===== src/hw/rtl/swfr_pkg.sv =====
// Shared constants, widths and codes for the sync-word frame receiver.
`timescale 1ns / 1ps

package swfr_pkg;

  localparam int WORD_RING_DEPTH = 1024;
  localparam int LIST_DEPTH      = 32;

  localparam int WORD_IDX_W = $clog2(WORD_RING_DEPTH);
  localparam int LIST_IDX_W = $clog2(LIST_DEPTH);
  localparam int BYTE_W     = 8;
  localparam int WORD_W     = 16;
  localparam int CNT_W      = 11;
  localparam int MAXW_W     = 10;
  localparam int EV_W       = 3;

  localparam int CFG_ADDR_W = 3;
  localparam int CFG_DATA_W = 32;

  localparam logic [BYTE_W-1:0] SYNC_A    = 8'h13;
  localparam logic [BYTE_W-1:0] SYNC_B    = 8'hAC;
  localparam logic [WORD_W-1:0] SUM_SEED  = 16'hAC13;
  localparam logic [CNT_W-1:0]  LEN_WORD  = 11'd4;
  localparam logic [CNT_W-1:0]  HDR_WORDS = 11'd5;
  localparam logic [CNT_W-1:0]  CNT_ALL1  = '1;
  localparam logic [MAXW_W-1:0] MAXW_RST  = 10'd256;

  // register index carried in the word-address bits of paddr
  localparam logic [CFG_ADDR_W-3:0] REG_MAX_PAYLOAD = '0;

  typedef enum logic [1:0] {
    PH_SYNC_A,
    PH_SYNC_B,
    PH_LOW,
    PH_HIGH
  } phase_t;

  typedef enum logic [EV_W-1:0] {
    EV_NONE      = 3'd0,
    EV_ACCEPT    = 3'd1,
    EV_CSUM_BAD  = 3'd2,
    EV_LEN_BAD   = 3'd3,
    EV_RING_FULL = 3'd4,
    EV_LIST_FULL = 3'd5
  } event_t;

endpackage


===== src/hw/rtl/swfr_if.sv =====
// Valid/ready channel interfaces for received bytes and result beats.
`timescale 1ns / 1ps

interface swfr_in_if import swfr_pkg::*; ();
  logic                  valid;
  logic                  ready;
  logic [BYTE_W-1:0]     rx_byte;
  logic [WORD_IDX_W-1:0] word_fetch_index;
  logic [LIST_IDX_W-1:0] list_fetch_index;

  modport source (output valid, rx_byte, word_fetch_index, list_fetch_index, input ready);
  modport sink   (input valid, rx_byte, word_fetch_index, list_fetch_index, output ready);
endinterface

interface swfr_out_if import swfr_pkg::*; ();
  logic                  valid;
  logic                  ready;
  logic                  word_write_valid;
  logic [WORD_IDX_W-1:0] word_write_index;
  logic [WORD_W-1:0]     word_write_data;
  logic                  list_write_valid;
  logic [LIST_IDX_W-1:0] list_write_index;
  logic [WORD_IDX_W-1:0] list_write_data;
  logic [WORD_IDX_W-1:0] word_put_index;
  logic [LIST_IDX_W-1:0] list_put_index;
  logic [EV_W-1:0]       event_code;

  modport source (output valid, word_write_valid, word_write_index, word_write_data,
                  list_write_valid, list_write_index, list_write_data,
                  word_put_index, list_put_index, event_code, input ready);
  modport sink   (input valid, word_write_valid, word_write_index, word_write_data,
                  list_write_valid, list_write_index, list_write_data,
                  word_put_index, list_put_index, event_code, output ready);
endinterface


===== src/hw/rtl/sync_word_frame_receiver_core.sv =====
// Sync-word frame receiver: byte-stream deframer feeding a word ring and message list.
`timescale 1ns / 1ps

// Takes one received byte per beat and gives exactly one result beat per byte.
// The parser hunts for 0x13 then 0xAC (extra 0x13 bytes before the 0xAC are
// fine), then pairs bytes into little-endian words, summing them onto a seed
// of 0xAC13. Word 4 holds the byte length; half of it above max_payload_words
// drops the frame. Words are reported as writes into the word ring; word
// length/2+5 is the checksum and is not written. A zero sum commits the frame:
// its start index is reported as a message-list write and word_put_index moves
// to the end of the frame. A full word ring (next write slot equals the
// consumer's fetch index) or full message list drops the frame, and every drop
// or commit returns to sync hunting. Throughput is one byte per clock: all
// per-byte work sits between the accepted beat and a single output register,
// and in_ch.ready stays high while that register is empty or being drained.
// max_payload_words (reset 256) lives at APB byte address 0; write it only
// while the block is idle.
module sync_word_frame_receiver_core import swfr_pkg::*; (
  input  logic                  clk,
  input  logic                  rst_n,
  swfr_in_if.sink               in_ch,
  swfr_out_if.source            out_ch,
  input  logic                  psel,
  input  logic                  penable,
  input  logic                  pwrite,
  input  logic [CFG_ADDR_W-1:0] paddr,
  input  logic [CFG_DATA_W-1:0] pwdata,
  output logic [CFG_DATA_W-1:0] prdata,
  output logic                  pready
);

  // parser state
  phase_t                phase_r, phase_nxt;
  logic [BYTE_W-1:0]     low_byte_r, low_byte_nxt;
  logic [WORD_W-1:0]     sum_r, sum_nxt;
  logic [WORD_IDX_W-1:0] wcur_r, wcur_nxt;
  logic [WORD_IDX_W-1:0] wput_r, wput_nxt;
  logic [LIST_IDX_W-1:0] lput_r, lput_nxt;
  logic [CNT_W-1:0]      wcnt_r, wcnt_nxt;
  logic [CNT_W-1:0]      fwords_r, fwords_nxt;
  logic [MAXW_W-1:0]     max_words_r;

  // output beat register
  logic                  ovalid_r;
  logic                  o_wv_r, o_wv_nxt;
  logic [WORD_IDX_W-1:0] o_wi_r, o_wi_nxt;
  logic [WORD_W-1:0]     o_wd_r, o_wd_nxt;
  logic                  o_lv_r, o_lv_nxt;
  logic [LIST_IDX_W-1:0] o_li_r, o_li_nxt;
  logic [WORD_IDX_W-1:0] o_ld_r, o_ld_nxt;
  event_t                o_ev_r, o_ev_nxt;

  logic                  in_fire;
  logic [BYTE_W-1:0]     rx;
  logic [WORD_IDX_W-1:0] wcur_inc;
  logic [LIST_IDX_W-1:0] lput_inc;
  logic [WORD_W-1:0]     word;
  logic [WORD_W-2:0]     len;
  logic                  ring_full, len_bad, is_len_word, is_csum_word, list_full;

  // ---------------- handshake ----------------
  // output register parts the two sides: take a byte whenever the slot frees up
  assign in_ch.ready = !ovalid_r || out_ch.ready;
  assign in_fire     = in_ch.valid && in_ch.ready;
  assign rx          = in_ch.rx_byte;

  // ---------------- APB register ----------------
  assign pready = 1'b1;
  always_comb begin
    prdata = '0;
    if (paddr[CFG_ADDR_W-1:2] == REG_MAX_PAYLOAD) begin
      prdata = CFG_DATA_W'(max_words_r);
    end
  end

  always_ff @(posedge clk) begin
    if (!rst_n) begin
      max_words_r <= MAXW_RST;
    end else if (psel && penable && pwrite && pready &&
                 paddr[CFG_ADDR_W-1:2] == REG_MAX_PAYLOAD) begin
      max_words_r <= pwdata[MAXW_W-1:0];
    end
  end

  // ---------------- high-byte conditions ----------------
  assign wcur_inc     = wcur_r + 1'b1;              // wraps at ring depth
  assign lput_inc     = lput_r + 1'b1;
  assign word         = {rx, low_byte_r};
  assign len          = word[WORD_W-1:1];
  assign ring_full    = wcur_inc == in_ch.word_fetch_index;
  assign list_full    = lput_inc == in_ch.list_fetch_index;
  assign len_bad      = len > (WORD_W-1)'(max_words_r);
  assign is_len_word  = wcnt_r == LEN_WORD;
  assign is_csum_word = (wcnt_r > LEN_WORD) && (wcnt_r == fwords_r);

  // ---------------- next phase ----------------
  always_comb begin
    phase_nxt = phase_r;
    case (phase_r)
      PH_SYNC_A: begin
        if (rx == SYNC_A) phase_nxt = PH_SYNC_B;
      end
      PH_SYNC_B: begin
        if (rx == SYNC_B) begin
          phase_nxt = PH_LOW;
        end else if (rx != SYNC_A) begin
          phase_nxt = PH_SYNC_A;
        end
      end
      PH_LOW: phase_nxt = PH_HIGH;
      PH_HIGH: begin
        // any drop or commit goes back to hunting
        if (ring_full || (is_len_word && len_bad) || is_csum_word) begin
          phase_nxt = PH_SYNC_A;
        end else begin
          phase_nxt = PH_LOW;
        end
      end
      default: phase_nxt = PH_SYNC_A;
    endcase
  end

  // ---------------- datapath and result ----------------
  always_comb begin
    low_byte_nxt = low_byte_r;
    sum_nxt      = sum_r;
    wcur_nxt     = wcur_r;
    wput_nxt     = wput_r;
    lput_nxt     = lput_r;
    wcnt_nxt     = wcnt_r;
    fwords_nxt   = fwords_r;
    o_wv_nxt     = 1'b0;
    o_wi_nxt     = '0;
    o_wd_nxt     = '0;
    o_lv_nxt     = 1'b0;
    o_li_nxt     = '0;
    o_ld_nxt     = '0;
    o_ev_nxt     = EV_NONE;
    case (phase_r)
      PH_SYNC_A: ;
      PH_SYNC_B: begin
        if (rx == SYNC_B) begin
          sum_nxt    = SUM_SEED;
          wcur_nxt   = wput_r;
          wcnt_nxt   = '0;
          fwords_nxt = CNT_ALL1;
        end
      end
      PH_LOW: begin
        low_byte_nxt = rx;
        sum_nxt      = sum_r + WORD_W'(rx);
      end
      PH_HIGH: begin
        if (ring_full) begin
          o_ev_nxt = EV_RING_FULL;
        end else begin
          sum_nxt = sum_r + {rx, {BYTE_W{1'b0}}};
          if (is_len_word && len_bad) begin
            o_ev_nxt = EV_LEN_BAD;
          end else if (is_csum_word) begin
            if (list_full) begin
              wcur_nxt = wput_r;
              o_ev_nxt = EV_LIST_FULL;
            end else if (sum_nxt == '0) begin
              o_lv_nxt = 1'b1;
              o_li_nxt = lput_r;
              o_ld_nxt = wput_r;
              wput_nxt = wcur_r;
              lput_nxt = lput_inc;
              o_ev_nxt = EV_ACCEPT;
            end else begin
              o_ev_nxt = EV_CSUM_BAD;
            end
          end else begin
            if (is_len_word) begin
              fwords_nxt = CNT_W'(len) + HDR_WORDS;
            end
            o_wv_nxt = 1'b1;
            o_wi_nxt = wcur_r;
            o_wd_nxt = word;
            wcur_nxt = wcur_inc;
            wcnt_nxt = wcnt_r + 1'b1;
          end
        end
      end
      default: ;
    endcase
  end

  // ---------------- registers ----------------
  always_ff @(posedge clk) begin
    if (!rst_n) begin
      phase_r    <= PH_SYNC_A;
      low_byte_r <= '0;
      sum_r      <= '0;
      wcur_r     <= '0;
      wput_r     <= '0;
      lput_r     <= '0;
      wcnt_r     <= '0;
      fwords_r   <= CNT_ALL1;
      ovalid_r   <= 1'b0;
    end else begin
      if (in_fire) begin
        phase_r    <= phase_nxt;
        low_byte_r <= low_byte_nxt;
        sum_r      <= sum_nxt;
        wcur_r     <= wcur_nxt;
        wput_r     <= wput_nxt;
        lput_r     <= lput_nxt;
        wcnt_r     <= wcnt_nxt;
        fwords_r   <= fwords_nxt;
        ovalid_r   <= 1'b1;
      end else if (out_ch.ready) begin
        ovalid_r   <= 1'b0;
      end
    end
  end

  // result payload, loaded with each accepted byte
  always_ff @(posedge clk) begin
    if (in_fire) begin
      o_wv_r <= o_wv_nxt;
      o_wi_r <= o_wi_nxt;
      o_wd_r <= o_wd_nxt;
      o_lv_r <= o_lv_nxt;
      o_li_r <= o_li_nxt;
      o_ld_r <= o_ld_nxt;
      o_ev_r <= o_ev_nxt;
    end
  end

  // put indexes are shown as they stand after the byte that made the beat;
  // they only move on a fire, which also reloads the beat
  assign out_ch.valid            = ovalid_r;
  assign out_ch.word_write_valid = o_wv_r;
  assign out_ch.word_write_index = o_wi_r;
  assign out_ch.word_write_data  = o_wd_r;
  assign out_ch.list_write_valid = o_lv_r;
  assign out_ch.list_write_index = o_li_r;
  assign out_ch.list_write_data  = o_ld_r;
  assign out_ch.word_put_index   = wput_r;
  assign out_ch.list_put_index   = lput_r;
  assign out_ch.event_code       = o_ev_r;

endmodule


===== src/flat_wrapper.sv =====
// flat-port wrapper written by rule: the top's interface ports become plain ports
module sync_word_frame_receiver_core_flat import swfr_pkg::*;
  (clk, rst_n, psel, penable, pwrite, paddr, pwdata, prdata, pready, in_ch_valid, in_ch_rx_byte, in_ch_word_fetch_index, in_ch_list_fetch_index, in_ch_ready, out_ch_valid, out_ch_word_write_valid, out_ch_word_write_index, out_ch_word_write_data, out_ch_list_write_valid, out_ch_list_write_index, out_ch_list_write_data, out_ch_word_put_index, out_ch_list_put_index, out_ch_event_code, out_ch_ready);
  swfr_in_if in_ch_i ();
  swfr_out_if out_ch_i ();
  input  logic clk;
  input  logic rst_n;
  input  logic psel;
  input  logic penable;
  input  logic pwrite;
  input  logic [CFG_ADDR_W-1:0] paddr;
  input  logic [CFG_DATA_W-1:0] pwdata;
  output logic [CFG_DATA_W-1:0] prdata;
  output logic pready;
  input wire logic [$bits(in_ch_i.valid)-1:0] in_ch_valid;
  input wire logic [$bits(in_ch_i.rx_byte)-1:0] in_ch_rx_byte;
  input wire logic [$bits(in_ch_i.word_fetch_index)-1:0] in_ch_word_fetch_index;
  input wire logic [$bits(in_ch_i.list_fetch_index)-1:0] in_ch_list_fetch_index;
  output wire logic [$bits(in_ch_i.ready)-1:0] in_ch_ready;
  output wire logic [$bits(out_ch_i.valid)-1:0] out_ch_valid;
  output wire logic [$bits(out_ch_i.word_write_valid)-1:0] out_ch_word_write_valid;
  output wire logic [$bits(out_ch_i.word_write_index)-1:0] out_ch_word_write_index;
  output wire logic [$bits(out_ch_i.word_write_data)-1:0] out_ch_word_write_data;
  output wire logic [$bits(out_ch_i.list_write_valid)-1:0] out_ch_list_write_valid;
  output wire logic [$bits(out_ch_i.list_write_index)-1:0] out_ch_list_write_index;
  output wire logic [$bits(out_ch_i.list_write_data)-1:0] out_ch_list_write_data;
  output wire logic [$bits(out_ch_i.word_put_index)-1:0] out_ch_word_put_index;
  output wire logic [$bits(out_ch_i.list_put_index)-1:0] out_ch_list_put_index;
  output wire logic [$bits(out_ch_i.event_code)-1:0] out_ch_event_code;
  input wire logic [$bits(out_ch_i.ready)-1:0] out_ch_ready;
  assign in_ch_i.valid = in_ch_valid;
  assign in_ch_i.rx_byte = in_ch_rx_byte;
  assign in_ch_i.word_fetch_index = in_ch_word_fetch_index;
  assign in_ch_i.list_fetch_index = in_ch_list_fetch_index;
  assign in_ch_ready = in_ch_i.ready;
  assign out_ch_valid = out_ch_i.valid;
  assign out_ch_word_write_valid = out_ch_i.word_write_valid;
  assign out_ch_word_write_index = out_ch_i.word_write_index;
  assign out_ch_word_write_data = out_ch_i.word_write_data;
  assign out_ch_list_write_valid = out_ch_i.list_write_valid;
  assign out_ch_list_write_index = out_ch_i.list_write_index;
  assign out_ch_list_write_data = out_ch_i.list_write_data;
  assign out_ch_word_put_index = out_ch_i.word_put_index;
  assign out_ch_list_put_index = out_ch_i.list_put_index;
  assign out_ch_event_code = out_ch_i.event_code;
  assign out_ch_i.ready = out_ch_ready;
  sync_word_frame_receiver_core u_core (.clk(clk), .rst_n(rst_n), .in_ch(in_ch_i), .out_ch(out_ch_i), .psel(psel), .penable(penable), .pwrite(pwrite), .paddr(paddr), .pwdata(pwdata), .prdata(prdata), .pready(pready));
endmodule

===== config.mk =====
export PLATFORM = sky130hd
export DESIGN_NAME = sync_word_frame_receiver_core_flat
export DESIGN_NICKNAME = d
export VERILOG_FILES = /design/src/hw/rtl/swfr_pkg.sv /design/src/hw/rtl/swfr_if.sv /design/src/hw/rtl/sync_word_frame_receiver_core.sv /design/src/flat_wrapper.sv
export SDC_FILE = /design/constraint.sdc
export NUM_CORES = 1
export LEC_CHECK = 0
export ABC_AREA = 1
export ABC_CLOCK_PERIOD_IN_PS = 3600
export BUFFER_PORTS_ARGS = -buffer_cell sky130_fd_sc_hd__buf_2
export CORE_MARGIN = 2
export CORE_UTILIZATION = 53
export CTS_CLUSTER_SIZE = 25
export DETAILED_ROUTE_END_ITERATION = 10
export PLACE_DENSITY = 0.86
export SYNTH_ARGS = -nofsm -noshare
export SYNTH_HDL_FRONTEND = slang
export SYNTH_SLANG_ARGS = --single-unit

===== constraint.sdc =====
create_clock -name clk -period 3.6 [get_ports clk]
set_input_delay 0 -clock clk [delete_from_list [all_inputs] [get_ports clk]]
set_output_delay 0 -clock clk [all_outputs]
set_load 0.005 [all_outputs]

==> summary.md <==
| Metric | Value |
|---|---|
| Clk_lat worst skew | 0.43 ns |
| Cell Rows | 45 |
| Critical path endpoint category | flip-flop |
| Fin. Hold Viols | 0 |
| Via count | 8092 |
| Area Growth Syn to Fin | 15.34% |
| Clock slew at reported path FFs | 0.06 ns |
| TritonCTS clock tree | done |
| Nets@finish | 1394 |
| Overflow left after global routing | 0 |
| Hold Crit Class | in2reg |
| Die H | 128.9 microns |
| Post-layout min period | 2.973 ns |
| Die area | 0.01662 sq mm |
| Sequential Power Share | 45.2% |
| Fillers | 1299 |
| Residual DRC | 0 |
| Status | complete, no violations |
| Data arrival, critical path | 3.24 ns |
| Compound-gate portion of the synthesized area | 8.288% |
| Synth Instances | 1179 |
| Gr usage total | 26.15% |
| Fmax | 0.3363 GHz |
| CTS max path bufs | 2 |
| Logic pwr share | 6.8% |
| Setup-failing EPs final | 0 |
| P_sw | 0.9009 mW |
| Synth cell types | 48 |
| Die extent in x | 128.9 microns |
| First-pass detailed-route iteration total | 5 |
| Slew headroom | 42.21% |
| DRT iter0 DRCs | 626 |
| Static Leak | 4.528 nW |
| Top cells by area, synth | dfxtp_1, edfxtp_1, nand2_1, nor2_1, inv_1 |
| FF+latch count, synth | 130 |
| Placed instance area | 0.008825 sq mm |
| Resized cells post-CTS | 0 |
| Final period util | 82.59% |
| Mapped cell area | 0.008273 sq mm |
| Max-capacitance violation count | 0 |
| Final Cell Area | 0.009542 sq mm |
| Met1 Usage GRT | 30.82% |
| Setup TNS | 0 ns |
| Ant diodes | 0 |
| Most Crowded Layer GR | met2 |
| Initial core utilization | 54.42% |
| Nature of the critical path startpoint | flip-flop |
| Port bufs | 113 |
| Antenna-violating nets left | 0 |
| Max rail drop VDD | 304.4 uV |
| Critical path type | reg2reg |
| Vias in the first global route | 7643 |
| Largest net degree at the start of global routing | 38 |
| Post-synthesis mux area share | 0% |
| Worst setup margin | 0.6266 ns |
| Post-synth EDFFs | 46 |
| Post-synthesis average cell area | 7.017 sq um |
| Register area | 0.003063 sq mm |
| Drt total wl | 21320 microns |
| Sequential-to-total area share from yosys stat | 37.02% |
| Global Route met2 Usage | 46.41% |
| Synth warn | 0 |
| Skew final | 0.009938 ns |
| CTS Root Cell | clkbuf_16 |
| Clock share of power | 48.0% |
| RSZ-0062 raised after global routing | no |
| Synth top cells by count | nand2_1, nor2_1, inv_1 |
| Layout cells sized above 1 | 14.71% |
| Worst-path maximum fanout | 16 |
| Net Sw Frac | 26.12% |
| Num Clock Sinks | 130 |
| Antenna violations before repair | 0 |
| Yosys top cell area share | 20.33% |
| Most used DFF post-synth | dfxtp_1 |
| Core Footprint | 0.01520 sq mm |
| Number of I/O pins | 161 |
| Post-Synth XOR/XNOR Area | 3.176% |
| First-pass GRT wire length | 34600 microns |
| Pint | 2.547 mW |
| Async SR Flop Fraction | 0% |
| Most frequent cell after synthesis | nand2_1 |
| Multi-input logic area | 0.004334 sq mm |
| TritonCTS buffer count | 17 |
| Critical Path RT | 3.87 ns |
| Post-CTS Setup Bufs | 0 |
| Vias/cell | 5.420 |
| Pre-CTS WS | 0.7411 ns |
| Adder-cell area share of the yosys netlist | 5.777% |
| Cell accounting for the most synthesized area | dfxtp_1 |
| DR WL/cell | 14.28 microns |
| Pin slew with the least headroom to its limit | 0.8669 ns |
| Power Density | 361.4 mW/mm^2 |
| Met3 Resource Use GR | 5.073% |
| Simple-Gate Fraction of Synth Area | 34.10% |
| H-tree depth | 4 |
| Largest family of logic cells by synthesized area | simple AND/OR/NAND/NOR gates |
| Placer Congestion | 0.9415 |
| DP HPWL | 15070 microns |
| Final Max Slew Viols | 0 |
## sequential cells by signal, summed over array words and instances (netlist names)
name and count:
u_core.fwords_r 11, u_core.low_byte_r 8, u_core.max_words_r 10, u_core.out_ch.event_code 3, u_core.out_ch.list_put_index 5, u_core.out_ch.list_write_data 10, u_core.out_ch.list_write_index 5, u_core.out_ch.list_write_valid 1
u_core.out_ch.valid 1, u_core.out_ch.word_put_index 10, u_core.out_ch.word_write_data 16, u_core.out_ch.word_write_index 10, u_core.out_ch.word_write_valid 1, u_core.phase_r 2, u_core.sum_r 16, u_core.wcnt_r 11
u_core.wcur_r 10
## worst max-delay path, stage by stage, from the launching register on
cell and delay [ns]:
dfxtp_1 0.42, ha_1 0.22, fa_1 0.44, nor2_1 0.12
nand3_1 0.07, nor4_1 0.42, nand3_1 0.26, nor2_2 0.24
nand2_1 0.38, nor2_1 0.23
## final timing paths
check                                    start                                             end  slack [ns]  cells after the start
max               u_core.sum_r[8]$_SDFFE_PN0P_  u_core.out_ch.list_write_data[1]$_SDFFCE_PP0P_        0.63                      9
min reg2reg  u_core.low_byte_r[0]$_SDFFE_PN0P_               u_core.low_byte_r[0]$_SDFFE_PN0P_        0.46                      2
min                           in_ch_rx_byte[6]               u_core.low_byte_r[6]$_SDFFE_PN0P_        0.04                      3
max reg2reg       u_core.sum_r[8]$_SDFFE_PN0P_  u_core.out_ch.list_write_data[1]$_SDFFCE_PP0P_        0.63                      9
## cell families after synthesis
kind of cell	Yosys count
XOR/XNOR	30
buffers and inverters	216
AND/OR/NAND/NOR	635
adder cells (fa/ha/maj)	37
AO/OA/AOI/OAI	129
other	2
flip-flops	130
## layout by cell type (no fill, tap or decap), types with 6 or more instances in the layout
master and n:
a21oi_1 55, buf_2 113, buf_4 6, clkbuf_16 17, conb_1 23, dfxtp_1 84
dlygate4sd3_1 15, edfxtp_1 46, ha_1 35, inv_1 147, inv_2 8, nand2_1 284
nand3_1 68, nand3_2 7, nand3b_1 8, nand4_1 32, nor2_1 182, nor2_4 6
nor3_1 17, o21ai_0 54, xnor2_1 10, xor2_1 20
## per-stage QoR
| stage | hold WS [ns] | power (mW) | instances | utilization [%] |
|---|---|---|---|---|
| 2_1_floorplan | 0.1016 | 1.730 | 1200 | - |
| 3_3_place_gp | 0.2286 | 1.801 | 1446 | 58.05 |
| 4_1_cts | 0.009445 | 3.454 | 1493 | 62.77 |
| 3_5_place_dp | 0.2493 | 1.805 | 1446 | 58.05 |
| 5_1_grt | 0.03720 | 3.556 | 1493 | 62.77 |
| 6_report | 0.03709 | 3.448 | 1493 | 62.77 |
## final cells by class
class / count / area share (%)
Multi-Input combinational cell: 854 / 45.42
Clock inverter: 15 / 1.482
Sequential cell: 130 / 32.10
Clock buffer: 17 / 4.458
Timing Repair Buffer: 134 / 7.973
Inverter: 155 / 6.098
Tap cell: 188 / 2.465
## routing by layer
| metal | routed length (microns) | up-vias |
|---|---|---|
| li1 | - | 3983 |
| met1 | 8903 | 3734 |
| met2 | 10450 | 323 |
| met3 | 1322 | 52 |
| met4 | 647 | 0 |
| met5 | 0 | - |
## repair_timing
item | 4_1_cts | 5_1_grt
hold endpoints to repair | 13 | 0
hold buffers | 15 | 0
setup endpoints to repair | 0 | 0
## power groups by stage
stage / Combinational, mW / Sequential (mW) / Clock, mW
final: 0.233 / 1.56 / 1.66
after global routing: 0.258 / 1.56 / 1.74
after CTS: 0.228 / 1.56 / 1.67
after detailed placement: 0.215 / 1.59 / 0
after global placement: 0.211 / 1.59 / 0
after floorplan: 0.137 / 1.59 / 0
Note: power is estimated with default switching activity, not from simulation.
